File: config.mk
export PLATFORM = sky130hd
export DESIGN_NAME = hill_block_cipher_mod_m_flat
export DESIGN_NICKNAME = d
export VERILOG_FILES = /design/src/design/hill_pkg.sv /design/src/design/hill_sym_if.sv /design/src/design/hill_res_if.sv /design/src/design/hill_cfg_if.sv /design/src/design/hill_block_cipher_mod_m.sv /design/src/design/hill_ctrl.sv /design/src/design/hill_dp.sv /design/src/flat_wrapper.sv
export SDC_FILE = /design/constraint.sdc
export NUM_CORES = 1
export LEC_CHECK = 0
export BUFFER_PORTS_ARGS = -buffer_cell sky130_fd_sc_hd__buf_4
export CORE_ASPECT_RATIO = 0.8
export CORE_MARGIN = 2
export CORE_UTILIZATION = 60
export DETAILED_ROUTE_END_ITERATION = 8
export GPL_ROUTABILITY_DRIVEN = 0
export GPL_TIMING_DRIVEN = 0
export PLACE_DENSITY = 0.79
export RECOVER_POWER = 25
export SLEW_MARGIN = 10
export SYNTH_ARGS = -nofsm -noshare
export SYNTH_HDL_FRONTEND = slang
export SYNTH_SLANG_ARGS = --single-unit
File: constraint.sdc
create_clock -name clk -period 23.7 [get_ports clk]
set_clock_uncertainty 0.2 [all_clocks]
set_input_delay 3.555 -clock clk [delete_from_list [all_inputs] [get_ports clk]]
set_output_delay 3.555 -clock clk [all_outputs]
set_load 0.02 [all_outputs]
File: src/design/hill_pkg.sv
package hill_pkg;

    localparam int MAX_BLOCK   = 4;
    localparam int SYMBOL_BITS = 6;
    localparam int KEY_ROWS    = 4;
    localparam int KEY_W       = 24;

    localparam int N_MAX      = (MAX_BLOCK < KEY_ROWS) ? MAX_BLOCK : KEY_ROWS;
    localparam int BSIZE_W    = 3;
    localparam int MOD_W      = 7;
    localparam int MOD_MAX    = 1 << SYMBOL_BITS;
    localparam int CFG_IDX_W  = 3;
    localparam int CFG_DATA_W = KEY_W;

    localparam int ROW_W      = (MAX_BLOCK > 1) ? $clog2(MAX_BLOCK) : 1;
    localparam int KROW_IDX_W = (KEY_ROWS > 1) ? $clog2(KEY_ROWS) : 1;
    localparam int CNT_W      = $clog2(N_MAX + 1);
    localparam int KROW_W     = (MAX_BLOCK * SYMBOL_BITS > KEY_W) ?
                                MAX_BLOCK * SYMBOL_BITS : KEY_W;
    localparam int PROD_W     = 2 * SYMBOL_BITS;
    localparam int ACC_W      = PROD_W + $clog2(MAX_BLOCK);
    localparam int RED_STEPS  = 4;
    localparam int RED_CYCLES = (ACC_W + RED_STEPS - 1) / RED_STEPS;
    localparam int RED_CNT_W  = (RED_CYCLES > 1) ? $clog2(RED_CYCLES) : 1;
    localparam int TRIAL_W    = MOD_W + RED_CYCLES * RED_STEPS;

    localparam logic [BSIZE_W-1:0]     BLOCK_SIZE_RST = BSIZE_W'(2);
    localparam logic [MOD_W-1:0]       MODULUS_RST    = MOD_W'(26);
    localparam logic [SYMBOL_BITS-1:0] PAD_SYMBOL_RST = SYMBOL_BITS'(23);

    typedef enum logic [CFG_IDX_W-1:0] {
        REG_BLOCK_SIZE = 3'd0,
        REG_MODULUS    = 3'd1,
        REG_PAD_SYMBOL = 3'd2,
        REG_KEY_ROW_A  = 3'd3,
        REG_KEY_ROW_B  = 3'd4,
        REG_KEY_ROW_C  = 3'd5,
        REG_KEY_ROW_D  = 3'd6
    } cfg_reg_t;

    typedef enum logic [1:0] {
        ST_IDLE,
        ST_MAC,
        ST_RED,
        ST_OUT
    } state_t;

    typedef struct packed {
        logic in_ready;
        logic first_row;
        logic start_row;
        logic mac;
        logic red;
        logic load_out;
    } dp_cmd_t;

    typedef struct packed {
        logic block_go;
        logic mac_last;
        logic red_last;
        logic row_last;
        logic out_free;
    } dp_status_t;

endpackage

File: src/design/hill_sym_if.sv
interface hill_sym_if;
    import hill_pkg::*;

    logic                   valid;
    logic                   ready;
    logic [SYMBOL_BITS-1:0] symbol_index;
    logic                   final_flag;

    modport source (output valid, output symbol_index, output final_flag, input ready);
    modport sink (input valid, input symbol_index, input final_flag, output ready);
endinterface

File: src/design/hill_res_if.sv
interface hill_res_if;
    import hill_pkg::*;

    logic                   valid;
    logic                   ready;
    logic [SYMBOL_BITS-1:0] cipher_index;
    logic                   block_end;

    modport source (output valid, output cipher_index, output block_end, input ready);
    modport sink (input valid, input cipher_index, input block_end, output ready);
endinterface

File: src/design/hill_cfg_if.sv
interface hill_cfg_if;
    import hill_pkg::*;

    logic                  valid;
    logic                  ready;
    logic [CFG_IDX_W-1:0]  index;
    logic [CFG_DATA_W-1:0] data;

    modport source (output valid, output index, output data, input ready);
    modport sink (input valid, input index, input data, output ready);
endinterface

File: src/design/hill_block_cipher_mod_m.sv
// Hill cipher engine over an alphabet of configurable size. Symbols arrive one beat at a
// time and are buffered until a block of block_size symbols is held, or until a beat with
// final_flag set, which pads the rest of the block with pad_symbol. Each block then yields
// block_size result beats, the last one marked by block_end. Input beats are taken one per
// cycle while a block fills; once a block is complete the input is held off until its last
// result has been written to the output register. Each result is built in the single shared
// multiply-accumulate unit, then in the iterative modulo reducer, and is then loaded into
// the output register once that register is free. Configuration beats are always accepted
// and must only be issued while no block is in progress.
module hill_block_cipher_mod_m (
    input logic        clk,
    input logic        rst_n,
    hill_sym_if.sink   sym,
    hill_res_if.source res,
    hill_cfg_if.sink   cfg
);
    import hill_pkg::*;

    dp_cmd_t    cmd;
    dp_status_t status;

    hill_ctrl u_ctrl (
        .clk      (clk),
        .rst_n    (rst_n),
        .in_valid (sym.valid),
        .status   (status),
        .cmd      (cmd)
    );

    hill_dp u_dp (
        .clk          (clk),
        .rst_n        (rst_n),
        .cmd          (cmd),
        .status       (status),
        .sym_valid    (sym.valid),
        .symbol_index (sym.symbol_index),
        .final_flag   (sym.final_flag),
        .cfg_valid    (cfg.valid),
        .cfg_index    (cfg.index),
        .cfg_data     (cfg.data),
        .out_valid    (res.valid),
        .out_ready    (res.ready),
        .cipher_index (res.cipher_index),
        .block_end    (res.block_end)
    );

    assign sym.ready = cmd.in_ready;
    assign cfg.ready = 1'b1;
endmodule

File: src/design/hill_ctrl.sv
module hill_ctrl (
    input  logic                 clk,
    input  logic                 rst_n,
    input  logic                 in_valid,
    input  hill_pkg::dp_status_t status,
    output hill_pkg::dp_cmd_t    cmd
);
    import hill_pkg::*;

    state_t state_reg;
    state_t state_next;

    always_ff @(posedge clk or negedge rst_n)
    begin
        if (!rst_n)
        begin
            state_reg <= ST_IDLE;
        end
        else
        begin
            state_reg <= state_next;
        end
    end

    always_comb
    begin
        cmd        = '0;
        state_next = state_reg;
        case (state_reg)
            ST_IDLE:
            begin
                cmd.in_ready = 1'b1;
                if (in_valid && status.block_go)
                begin
                    cmd.first_row = 1'b1;
                    cmd.start_row = 1'b1;
                    state_next    = ST_MAC;
                end
            end
            ST_MAC:
            begin
                cmd.mac = 1'b1;
                if (status.mac_last)
                begin
                    state_next = ST_RED;
                end
            end
            ST_RED:
            begin
                cmd.red = 1'b1;
                if (status.red_last)
                begin
                    state_next = ST_OUT;
                end
            end
            ST_OUT:
            begin
                if (status.out_free)
                begin
                    cmd.load_out = 1'b1;
                    if (status.row_last)
                    begin
                        state_next = ST_IDLE;
                    end
                    else
                    begin
                        cmd.start_row = 1'b1;
                        state_next    = ST_MAC;
                    end
                end
            end
            default:
            begin
                state_next = ST_IDLE;
            end
        endcase
    end
endmodule

File: src/design/hill_dp.sv
module hill_dp (
    input  logic                             clk,
    input  logic                             rst_n,
    input  hill_pkg::dp_cmd_t                cmd,
    output hill_pkg::dp_status_t             status,
    input  logic                             sym_valid,
    input  logic [hill_pkg::SYMBOL_BITS-1:0] symbol_index,
    input  logic                             final_flag,
    input  logic                             cfg_valid,
    input  logic [hill_pkg::CFG_IDX_W-1:0]   cfg_index,
    input  logic [hill_pkg::CFG_DATA_W-1:0]  cfg_data,
    output logic                             out_valid,
    input  logic                             out_ready,
    output logic [hill_pkg::SYMBOL_BITS-1:0] cipher_index,
    output logic                             block_end
);
    import hill_pkg::*;

    logic [BSIZE_W-1:0]     block_size_reg;
    logic [MOD_W-1:0]       modulus_reg;
    logic [SYMBOL_BITS-1:0] pad_reg;
    logic [KEY_W-1:0]       key_reg [KEY_ROWS];

    logic [SYMBOL_BITS-1:0] buf_reg [MAX_BLOCK];
    logic [CNT_W-1:0]       fill_reg;
    logic [CNT_W-1:0]       fill_next;

    logic [ROW_W-1:0]       row_reg;
    logic [ROW_W-1:0]       col_reg;
    logic [RED_CNT_W-1:0]   red_cnt_reg;
    logic [ACC_W-1:0]       acc_reg;
    logic [ACC_W-1:0]       acc_next;

    logic                   out_valid_reg;
    logic [SYMBOL_BITS-1:0] cipher_reg;
    logic                   end_reg;

    logic [CNT_W-1:0]       n_eff;
    logic [MOD_W-1:0]       mod_eff;
    logic [CNT_W-1:0]       fill_eff;
    logic [CNT_W-1:0]       fill_inc;
    logic                   accept;
    logic [KROW_W-1:0]      key_vec;
    logic [SYMBOL_BITS-1:0] key_sel;
    logic [SYMBOL_BITS-1:0] sym_sel;
    logic [PROD_W-1:0]      prod;
    logic [TRIAL_W-1:0]     rem;
    logic [TRIAL_W-1:0]     trial;

    always_comb
    begin
        if (block_size_reg == '0)
        begin
            n_eff = CNT_W'(1);
        end
        else if (block_size_reg > BSIZE_W'(N_MAX))
        begin
            n_eff = CNT_W'(N_MAX);
        end
        else
        begin
            n_eff = CNT_W'(block_size_reg);
        end

        if (modulus_reg < MOD_W'(2))
        begin
            mod_eff = MOD_W'(2);
        end
        else if (modulus_reg > MOD_W'(MOD_MAX))
        begin
            mod_eff = MOD_W'(MOD_MAX);
        end
        else
        begin
            mod_eff = modulus_reg;
        end
    end

    // A count left over from a larger block size drops the held symbols.
    assign accept   = sym_valid && cmd.in_ready;
    assign fill_eff = (fill_reg >= n_eff) ? '0 : fill_reg;
    assign fill_inc = fill_eff + CNT_W'(1);

    always_comb
    begin
        fill_next = fill_reg;
        if (accept)
        begin
            fill_next = status.block_go ? '0 : fill_inc;
        end
    end

    assign status.block_go = final_flag || (fill_inc >= n_eff);
    assign status.mac_last = (CNT_W'(col_reg) == (n_eff - CNT_W'(1)));
    assign status.row_last = (CNT_W'(row_reg) == (n_eff - CNT_W'(1)));
    assign status.red_last = (red_cnt_reg == RED_CNT_W'(RED_CYCLES - 1));
    assign status.out_free = !out_valid_reg || out_ready;

    assign key_vec = KROW_W'(key_reg[KROW_IDX_W'(row_reg)]);
    assign key_sel = key_vec[col_reg * SYMBOL_BITS +: SYMBOL_BITS];
    assign sym_sel = buf_reg[col_reg];
    assign prod    = PROD_W'(key_sel) * PROD_W'(sym_sel);

    // Restoring reduction, several trial subtractions of the shifted modulus per cycle.
    always_comb
    begin
        rem   = TRIAL_W'(acc_reg);
        trial = '0;
        for (int t = 0; t < RED_STEPS; t++)
        begin
            trial = TRIAL_W'(mod_eff) <<
                    (RED_CYCLES * RED_STEPS - 1 - RED_STEPS * int'(red_cnt_reg) - t);
            if (rem >= trial)
            begin
                rem = rem - trial;
            end
        end
    end

    always_comb
    begin
        acc_next = acc_reg;
        if (cmd.start_row)
        begin
            acc_next = '0;
        end
        else if (cmd.mac)
        begin
            acc_next = acc_reg + ACC_W'(prod);
        end
        else if (cmd.red)
        begin
            acc_next = ACC_W'(rem);
        end
    end

    always_ff @(posedge clk or negedge rst_n)
    begin
        if (!rst_n)
        begin
            block_size_reg <= BLOCK_SIZE_RST;
            modulus_reg    <= MODULUS_RST;
            pad_reg        <= PAD_SYMBOL_RST;
            for (int r = 0; r < KEY_ROWS; r++)
            begin
                key_reg[r] <= KEY_W'(1) << (r * SYMBOL_BITS);
            end
        end
        else if (cfg_valid)
        begin
            case (cfg_reg_t'(cfg_index))
                REG_BLOCK_SIZE: block_size_reg <= cfg_data[BSIZE_W-1:0];
                REG_MODULUS:    modulus_reg    <= cfg_data[MOD_W-1:0];
                REG_PAD_SYMBOL: pad_reg        <= cfg_data[SYMBOL_BITS-1:0];
                REG_KEY_ROW_A:  key_reg[0]     <= cfg_data[KEY_W-1:0];
                REG_KEY_ROW_B:  key_reg[1]     <= cfg_data[KEY_W-1:0];
                REG_KEY_ROW_C:  key_reg[2]     <= cfg_data[KEY_W-1:0];
                REG_KEY_ROW_D:  key_reg[3]     <= cfg_data[KEY_W-1:0];
                default:
                begin
                end
            endcase
        end
    end

    // A final beat pads every later slot of the block in the same cycle.
    always_ff @(posedge clk)
    begin
        if (accept)
        begin
            for (int j = 0; j < MAX_BLOCK; j++)
            begin
                if (CNT_W'(j) == fill_eff)
                begin
                    buf_reg[j] <= symbol_index;
                end
                else if (final_flag && (CNT_W'(j) > fill_eff))
                begin
                    buf_reg[j] <= pad_reg;
                end
            end
        end
    end

    always_ff @(posedge clk)
    begin
        acc_reg <= acc_next;
        if (cmd.load_out)
        begin
            cipher_reg <= acc_reg[SYMBOL_BITS-1:0];
            end_reg    <= status.row_last;
        end
    end

    always_ff @(posedge clk or negedge rst_n)
    begin
        if (!rst_n)
        begin
            fill_reg      <= '0;
            row_reg       <= '0;
            col_reg       <= '0;
            red_cnt_reg   <= '0;
            out_valid_reg <= 1'b0;
        end
        else
        begin
            fill_reg <= fill_next;

            if (cmd.first_row)
            begin
                row_reg <= '0;
            end
            else if (cmd.load_out)
            begin
                row_reg <= row_reg + ROW_W'(1);
            end

            if (cmd.start_row)
            begin
                col_reg     <= '0;
                red_cnt_reg <= '0;
            end
            else if (cmd.mac)
            begin
                col_reg <= col_reg + ROW_W'(1);
            end
            else if (cmd.red)
            begin
                red_cnt_reg <= red_cnt_reg + RED_CNT_W'(1);
            end

            if (cmd.load_out)
            begin
                out_valid_reg <= 1'b1;
            end
            else if (out_ready)
            begin
                out_valid_reg <= 1'b0;
            end
        end
    end

    assign out_valid    = out_valid_reg;
    assign cipher_index = cipher_reg;
    assign block_end    = end_reg;
endmodule

File: src/flat_wrapper.sv
// flat-port wrapper written by rule: the top's interface ports become plain ports
module hill_block_cipher_mod_m_flat import hill_pkg::*;
  (clk, rst_n, sym_valid, sym_symbol_index, sym_final_flag, sym_ready, res_valid, res_cipher_index, res_block_end, res_ready, cfg_valid, cfg_index, cfg_data, cfg_ready);
  hill_sym_if sym_i ();
  hill_res_if res_i ();
  hill_cfg_if cfg_i ();
  input logic clk;
  input logic rst_n;
  input wire logic [$bits(sym_i.valid)-1:0] sym_valid;
  input wire logic [$bits(sym_i.symbol_index)-1:0] sym_symbol_index;
  input wire logic [$bits(sym_i.final_flag)-1:0] sym_final_flag;
  output wire logic [$bits(sym_i.ready)-1:0] sym_ready;
  output wire logic [$bits(res_i.valid)-1:0] res_valid;
  output wire logic [$bits(res_i.cipher_index)-1:0] res_cipher_index;
  output wire logic [$bits(res_i.block_end)-1:0] res_block_end;
  input wire logic [$bits(res_i.ready)-1:0] res_ready;
  input wire logic [$bits(cfg_i.valid)-1:0] cfg_valid;
  input wire logic [$bits(cfg_i.index)-1:0] cfg_index;
  input wire logic [$bits(cfg_i.data)-1:0] cfg_data;
  output wire logic [$bits(cfg_i.ready)-1:0] cfg_ready;
  assign sym_i.valid = sym_valid;
  assign sym_i.symbol_index = sym_symbol_index;
  assign sym_i.final_flag = sym_final_flag;
  assign sym_ready = sym_i.ready;
  assign res_valid = res_i.valid;
  assign res_cipher_index = res_i.cipher_index;
  assign res_block_end = res_i.block_end;
  assign res_i.ready = res_ready;
  assign cfg_i.valid = cfg_valid;
  assign cfg_i.index = cfg_index;
  assign cfg_i.data = cfg_data;
  assign cfg_ready = cfg_i.ready;
  hill_block_cipher_mod_m u_core (.clk(clk), .rst_n(rst_n), .sym(sym_i), .res(res_i), .cfg(cfg_i));
endmodule
==> results of run 1 <==
[worst paths after layout]
path,to,cells after the start
max,u_core.u_dp.acc_reg[4],42
min,u_core.u_dp.key_reg[10],1
max reg2reg,u_core.u_dp.acc_reg[4],42
min reg2reg,u_core.u_dp.key_reg[10],1
max in group asynchronous,u_core.u_dp.key_reg[28],2
min in group asynchronous,u_core.u_dp.key_reg[62],1
[logic make-up after synthesis]
logic type,count (synthesis),share of synthesized area (%)
AND/OR/NAND/NOR,279,10.3
multiplexers,219,21.9
AO/OA/AOI/OAI,217,11.6
flip-flops,169,33.3
adder cells (fa/ha/maj),141,15.1
buffers and inverters,116,3.48
XOR/XNOR,64,4.31
other,2,0.0577
[final cells by class]
| class | count | area, sq um |
|---|---|---|
| multi-input combinational | 928 | 8250 |
| fill | 1577 | 7130 |
| sequential | 169 | 4330 |
| clock buffer | 18 | 450 |
| tap | 275 | 344 |
| timing repair buffer | 46 | 338 |
| inverter | 81 | 304 |
| clock inverter | 14 | 149 |
| buffer | 35 | 148 |
[cell usage in the layout, fill, tap and decap left out, drive strengths merged, types with 44 or more instances in the layout]
| master | count |
|---|---|
| nand2 | 90 |
| inv | 89 |
| buf | 55 |
| clkbuf | 44 |
| mux2 | 163 |
| ha | 114 |
| a21oi | 63 |
| nor2 | 66 |
| dfrtp | 112 |
| xnor2 | 44 |
[through the flow]
step	instances	hold slack (ns)	worst slack [ns]	utilization [%]	cell area [sq um]
after floorplan	1213	0.258	13.42	-	13000
after CTS	1566	0.305	11.15	66.9	14300
final	1566	0.304	10.83	66.8	14300
after detailed placement	1534	0.288	11.20	64.1	13700
after global placement	1533	0.281	11.23	64.0	13700
after global routing	1566	0.322	10.10	66.8	14300
[routing by layer]
metal / vias up / share of wire (%) / global-route usage, %
li1: 4551 / - / -
met1: 4884 / 46 / 44.0
met2: 425 / 44 / 44.9
met3: 47 / 8.4 / 6.02
met4: 0 / 1.5 / 7.90
met5: - / 0 / 0
==> impl_results.md, run 1 <==
* Share of post-route cells with drive strength above 1 at between 20% and 30%
* CTS Hold Bufs at 0
* Share of the synthesized area in the top cell type at between 20% and 30%
* Reg2Reg Setup Slack at 10.83 ns
* WS Path Type: reg2reg
* Most frequent cell after synthesis: mux2_2
* HPWL Detailed at 24900 microns
* Initial Utilization at between 60% and 70%
* Hold Crit Class: reg2reg
* Die area at around 23000 sq um
* WL per Instance at 20.8 microns
* DRC viols at 0
* Boundary pin count at approximately 50
* Clk Latency, worst-skew pair at 0.44 ns
* Crit-path most repeated cell: ha_1
* Rows at 48
* ANT cells at 0
* Worst setup EP type: flip-flop
* Post-CTS Setup Inserts at 0
* Netlist cell types at 76
* Commonest cells post-synth: 162 x mux2_2, 114 x ha_1, 112 x dfrtp_1, 90 x nand2_1, 81 x inv_1
* CTS root buf: clkbuf_16
* Core Area at 21400 sq um
* Reg-to-Reg Start: u_core.u_dp.modulus_reg[5]
* Post-synth EDFFs at 31
* Syn Inst Count at 1207
* Largest net degree at the start of global routing at 84
* Vias post-DR at around 9900
* DR iter-0 viols at 911
* Outcome: finished with violations
* Cts bufs inserted at 17
* First-pass GRT wire length at between 50000 and 60000 microns
* HP Start: u_core.u_dp.key_reg[10]
* Vias in the first global route at 9569
* Synth Cell Area at 13000 sq um
* Max_cap viols at 2
* Worst Path Max Fanout at 10
* Area grow syn2layout at 10.0%
* Sequential area share after synthesis at 33.3%
* PortBufs at 45
* Post-route ant nets at 0
* Final Hold Viols at 0
* Largest cells by area after synthesis: dfrtp_1 22%, mux2_2 14%, ha_1 11%
* RSZ-0062 raised after global routing: false
* Clock Path Buffers at 2
* Clock Pin Slew Worst Setup and Hold Paths at 0.07 ns
* H-tree Lvls at 4
* Syn avg cell area at ~11 sq um
* Die Y at 136 microns
* Crit-path slowest cell: clkbuf_1
* Critical Path RT at 23.80 ns
* Buffers & Inverters on Critical Path at 5
* Top FF cell, synth: dfrtp_1
* Initial antenna violation count at 0
* YS warnings at 0
* GRT overflow at 0
* Period minus WS final at 12.87 ns
* Cell family with most CP delay: compound AO/OA/AOI/OAI gates
* Tightest Pin Transition at 4.30 ns
* Die Width at 169 microns
* Peak Freq at 77.7 MHz
* Fin. max-slew vios at 127
* Final WL at 32500 microns
* CTS tree: done
* Share of flip-flops with an asynchronous set or reset at about three quarters
* Crit path DAT at 12.98 ns
* Vias/cell at 6.33
* Slew headroom at -186%
* Setup_tns at 0 ns
* CTS sink cnt at 169
* Post-CTS Resized at 0
* Setup violations, final at 0
* Failing checks: max-capacitance violations, max-slew violations
* Crit-path max cell delay at 0.48 ns
* Initial DRT Pass Iterations at 6
* Yosys top cell by area: dfrtp_1
* Setup crit start kind: flip-flop
* Final Cycle Share at a little over half
* Critical Path Start: u_core.u_dp.modulus_reg[5]
* All-Layer GR Usage at approximately 30%
* Final nets at 1458
* Max reg flops at 96
* Synthesized flop and latch total at 169
Power of run 1 is left out: the tool's default activity adds up to more than one toggle a clock period on the data nets, which glitch-free logic cannot reach.
==> inputs of run 2 (changes only) <==
--- a/config.mk
+++ b/config.mk
@@ -8,7 +8,7 @@
 export BUFFER_PORTS_ARGS = -buffer_cell sky130_fd_sc_hd__buf_4
 export CORE_ASPECT_RATIO = 0.8
 export CORE_MARGIN = 2
-export CORE_UTILIZATION = 60
+export CORE_UTILIZATION = 58
 export DETAILED_ROUTE_END_ITERATION = 8
 export GPL_ROUTABILITY_DRIVEN = 0
 export GPL_TIMING_DRIVEN = 0
==> constraint.sdc (replaced) <==
create_clock -name clk -period 10.93 [get_ports clk]
set_clock_uncertainty 0.2 [all_clocks]
set_input_delay 1.6395 -clock clk [delete_from_list [all_inputs] [get_ports clk]]
set_output_delay 1.6395 -clock clk [all_outputs]
set_load 0.02 [all_outputs]
==> impl_results.md, run 2 (same netlist as run 1, synthesis figures left out) <==
* Outcome: finished with violations
* Failing checks: max-capacitance violations, max-slew violations
* Clk Latency, worst-skew pair at 0.45 ns (about the same)
* Initial Utilization at 59.7% (-1.0 points)
* PortBufs at 45 (unchanged)
* Worst Reg-to-Reg Cells at 42 (unchanged)
* Peak Freq at 94.5 MHz (+22%)
* Die Width at 171 microns (+1.7%)
* Setup violations, final at 0 (unchanged)
* Vias post-DR at 10200 (+2.5%)
* Slew headroom at -183% (+3.1 points)
* CTS sink cnt at 169 (unchanged)
* Crit path DAT at 10.70 ns (-2.28 ns)
* Worst Path Max Fanout at 10 (unchanged)
* Core Area at 21800 sq um (+1.7%)
* Final Cycle Share at 96.8% (+43 points)
* Post-route ant nets at 0 (unchanged)
* DRC viols at 0 (unchanged)
* Die Y at 138 microns (+1.7%)
* Area grow syn2layout at 13.9%
* Most frequent cells in the layout: 162 x mux2_2, 111 x dfrtp_1, 110 x ha_1
* Vias/cell at 6.33 (+0.11%)
* DR iter-0 viols at 1186 (+30%)
* Die area at 23700 sq um (+3.4%)
* Critical Path RT at 11.05 ns (-12.75 ns)
* RR Endpoint: u_core.u_dp.acc_reg[12]
* First-pass GRT wire length at 53900 microns (+3.3%)
* Final Hold Viols at 0 (unchanged)
* CTS root buf: clkbuf_16
* HPWL Detailed at 25300 microns (+1.5%)
* Clock Pin Slew Worst Setup and Hold Paths at 0.08 ns (about the same)
* CTS tree: done
* Vias in the first global route at 9907 (+3.5%)
* Final WL at 34700 microns (+6.7%)
* Final nets at 1471 (+0.89%)
* Fillers at 1579 (+0.13%)
* Initial antenna violation count at 1 (+1)
* Max_cap viols at 2 (unchanged)
* Commonest non-fill, non-tap cell in the layout: mux2_2
* Initial DRT Pass Iterations at 6 (unchanged)
* Fin. max-slew vios at 127 (unchanged)
* Reg2Reg Setup Slack at 0.35 ns (-10.48 ns)
* Post-route insts no fill at 1604 (+2.4%)
* Reg-to-Reg Start: u_core.u_dp.modulus_reg[5]
* WL per Instance at 21.6 microns (+4.2%)
* Boundary pin count at 49 (unchanged)
* Hold Crit Class: reg2reg
* Fin worst setup slack at 0.345 ns (-10.48 ns)
* CTS Hold Bufs at 0 (unchanged)
* H-tree Lvls at 4 (unchanged)
* Share of post-route cells with drive strength above 1 at 28.1% (+4.3 points)
* Cts bufs inserted at 17 (unchanged)
* Max reg flops at 96 (unchanged)
* Post-place setup slack at -1.91 ns (-13.10 ns)
* Cell total after placement at 1559 (+1.6%)
* Hold_ws at 0.302 ns (-0.00196 ns)
* CP endpoint: u_core.u_dp.acc_reg[12]
* Crit-path slowest cell: or4_4
* All-Layer GR Usage at 30.2% (+0.46 points)
* Rows at 48 (unchanged)
* Crit-path most repeated cell: ha_1
* Worst setup EP type: flip-flop
* Tightest Pin Transition at 4.25 ns (-0.0463 ns)
* Critical Path Start: u_core.u_dp.modulus_reg[5]
* Setup crit start kind: flip-flop
* Period minus WS final at 10.58 ns (-2.29 ns)
* Largest net degree at the start of global routing at 83 (-1.2%)
* WS Path Type: reg2reg
* Clock Path Buffers at 2 (unchanged)
* ANT cells at 0 (unchanged)
* Crit-path max cell delay at 0.47 ns (about the same)
* GRT overflow at 0 (unchanged)
[run 2: cell types whose count changed in the layout (fill, tap and decap cells not counted), sizes merged]
cell      change
bufinv        +1
buf          +15
clkinvlp      -1
clkbuf        -3
inv           -1
clkinv        +2
[run 2: worst min-delay path by stage]
stage                                 start                     endpoint  slack [ns]  cells after the start
detailed placement  u_core.u_dp.key_reg[31]      u_core.u_dp.key_reg[31]        0.29                      1
global route        u_core.u_dp.key_reg[31]      u_core.u_dp.key_reg[31]        0.32                      1
floorplan            u_core.u_dp.acc_reg[3]  u_core.u_dp.cipher_index[3]        0.26                      0
global placement     u_core.u_dp.key_reg[8]       u_core.u_dp.key_reg[8]        0.28                      1
CTS                 u_core.u_dp.key_reg[31]      u_core.u_dp.key_reg[31]        0.31                      1
finish              u_core.u_dp.key_reg[17]      u_core.u_dp.key_reg[17]        0.30                      1
[run 2: final cells by class]
| type | count | area, sq um | area share (%) |
|---|---|---|---|
| flip-flops and latches | 169 | 4330 | 29.2 |
| repair buffers | 60 | 447 | 3.01 |
| multi-input cells | 928 | 8550 | 57.7 |
| well taps | 300 | 375 | 2.53 |
| clock inverters | 15 | 218 | 1.47 |
| inverters | 81 | 304 | 2.05 |
| plain buffers | 34 | 173 | 1.17 |
| clock buffers | 17 | 425 | 2.87 |
[run 2: per-stage QoR]
stage | setup TNS (ns) | area, sq um | util [%]
after floorplan | 0 | 13000 | -
after global placement | -19.73 | 13700 | 63.1
after detailed placement | -23.45 | 13800 | 63.2
after CTS | 0 | 14600 | 66.8
after global routing | -0.193 | 14800 | 68.0
final | 0 | 14800 | 68.0
[run 2: timing repair]
| action | CTS | global route |
|---|---|---|
| endpoints found under the setup margin | 14 | 14 |
| hold endpoints to repair | 0 | 0 |
| gates resized for setup | 25 | 46 |
| setup buffers | 4 | 10 |
| pin swaps | 3 | 20 |
[run 2: critical path: cells and delay by family (launching register included)]
family,cells,cell delay (ns)
buffers and inverters,5,0.99
AOI/OAI and AO/OA,16,3.72
muxes,3,1.02
adders and majority gates,4,1.25
DFF,1,0.44
and+or+nand+nor,14,2.81
[run 2: metal layers]
metal,global-route usage (%),up-vias,wire length [microns],share of wire (%)
li1,-,4576,-,-
met1,43.9,5048,15300,44
met2,46.2,476,15600,45
met3,6.68,59,3250,9.4
met4,7.58,0,597,1.7
met5,0,-,0,0
Power of run 2 is left out for the same reason.
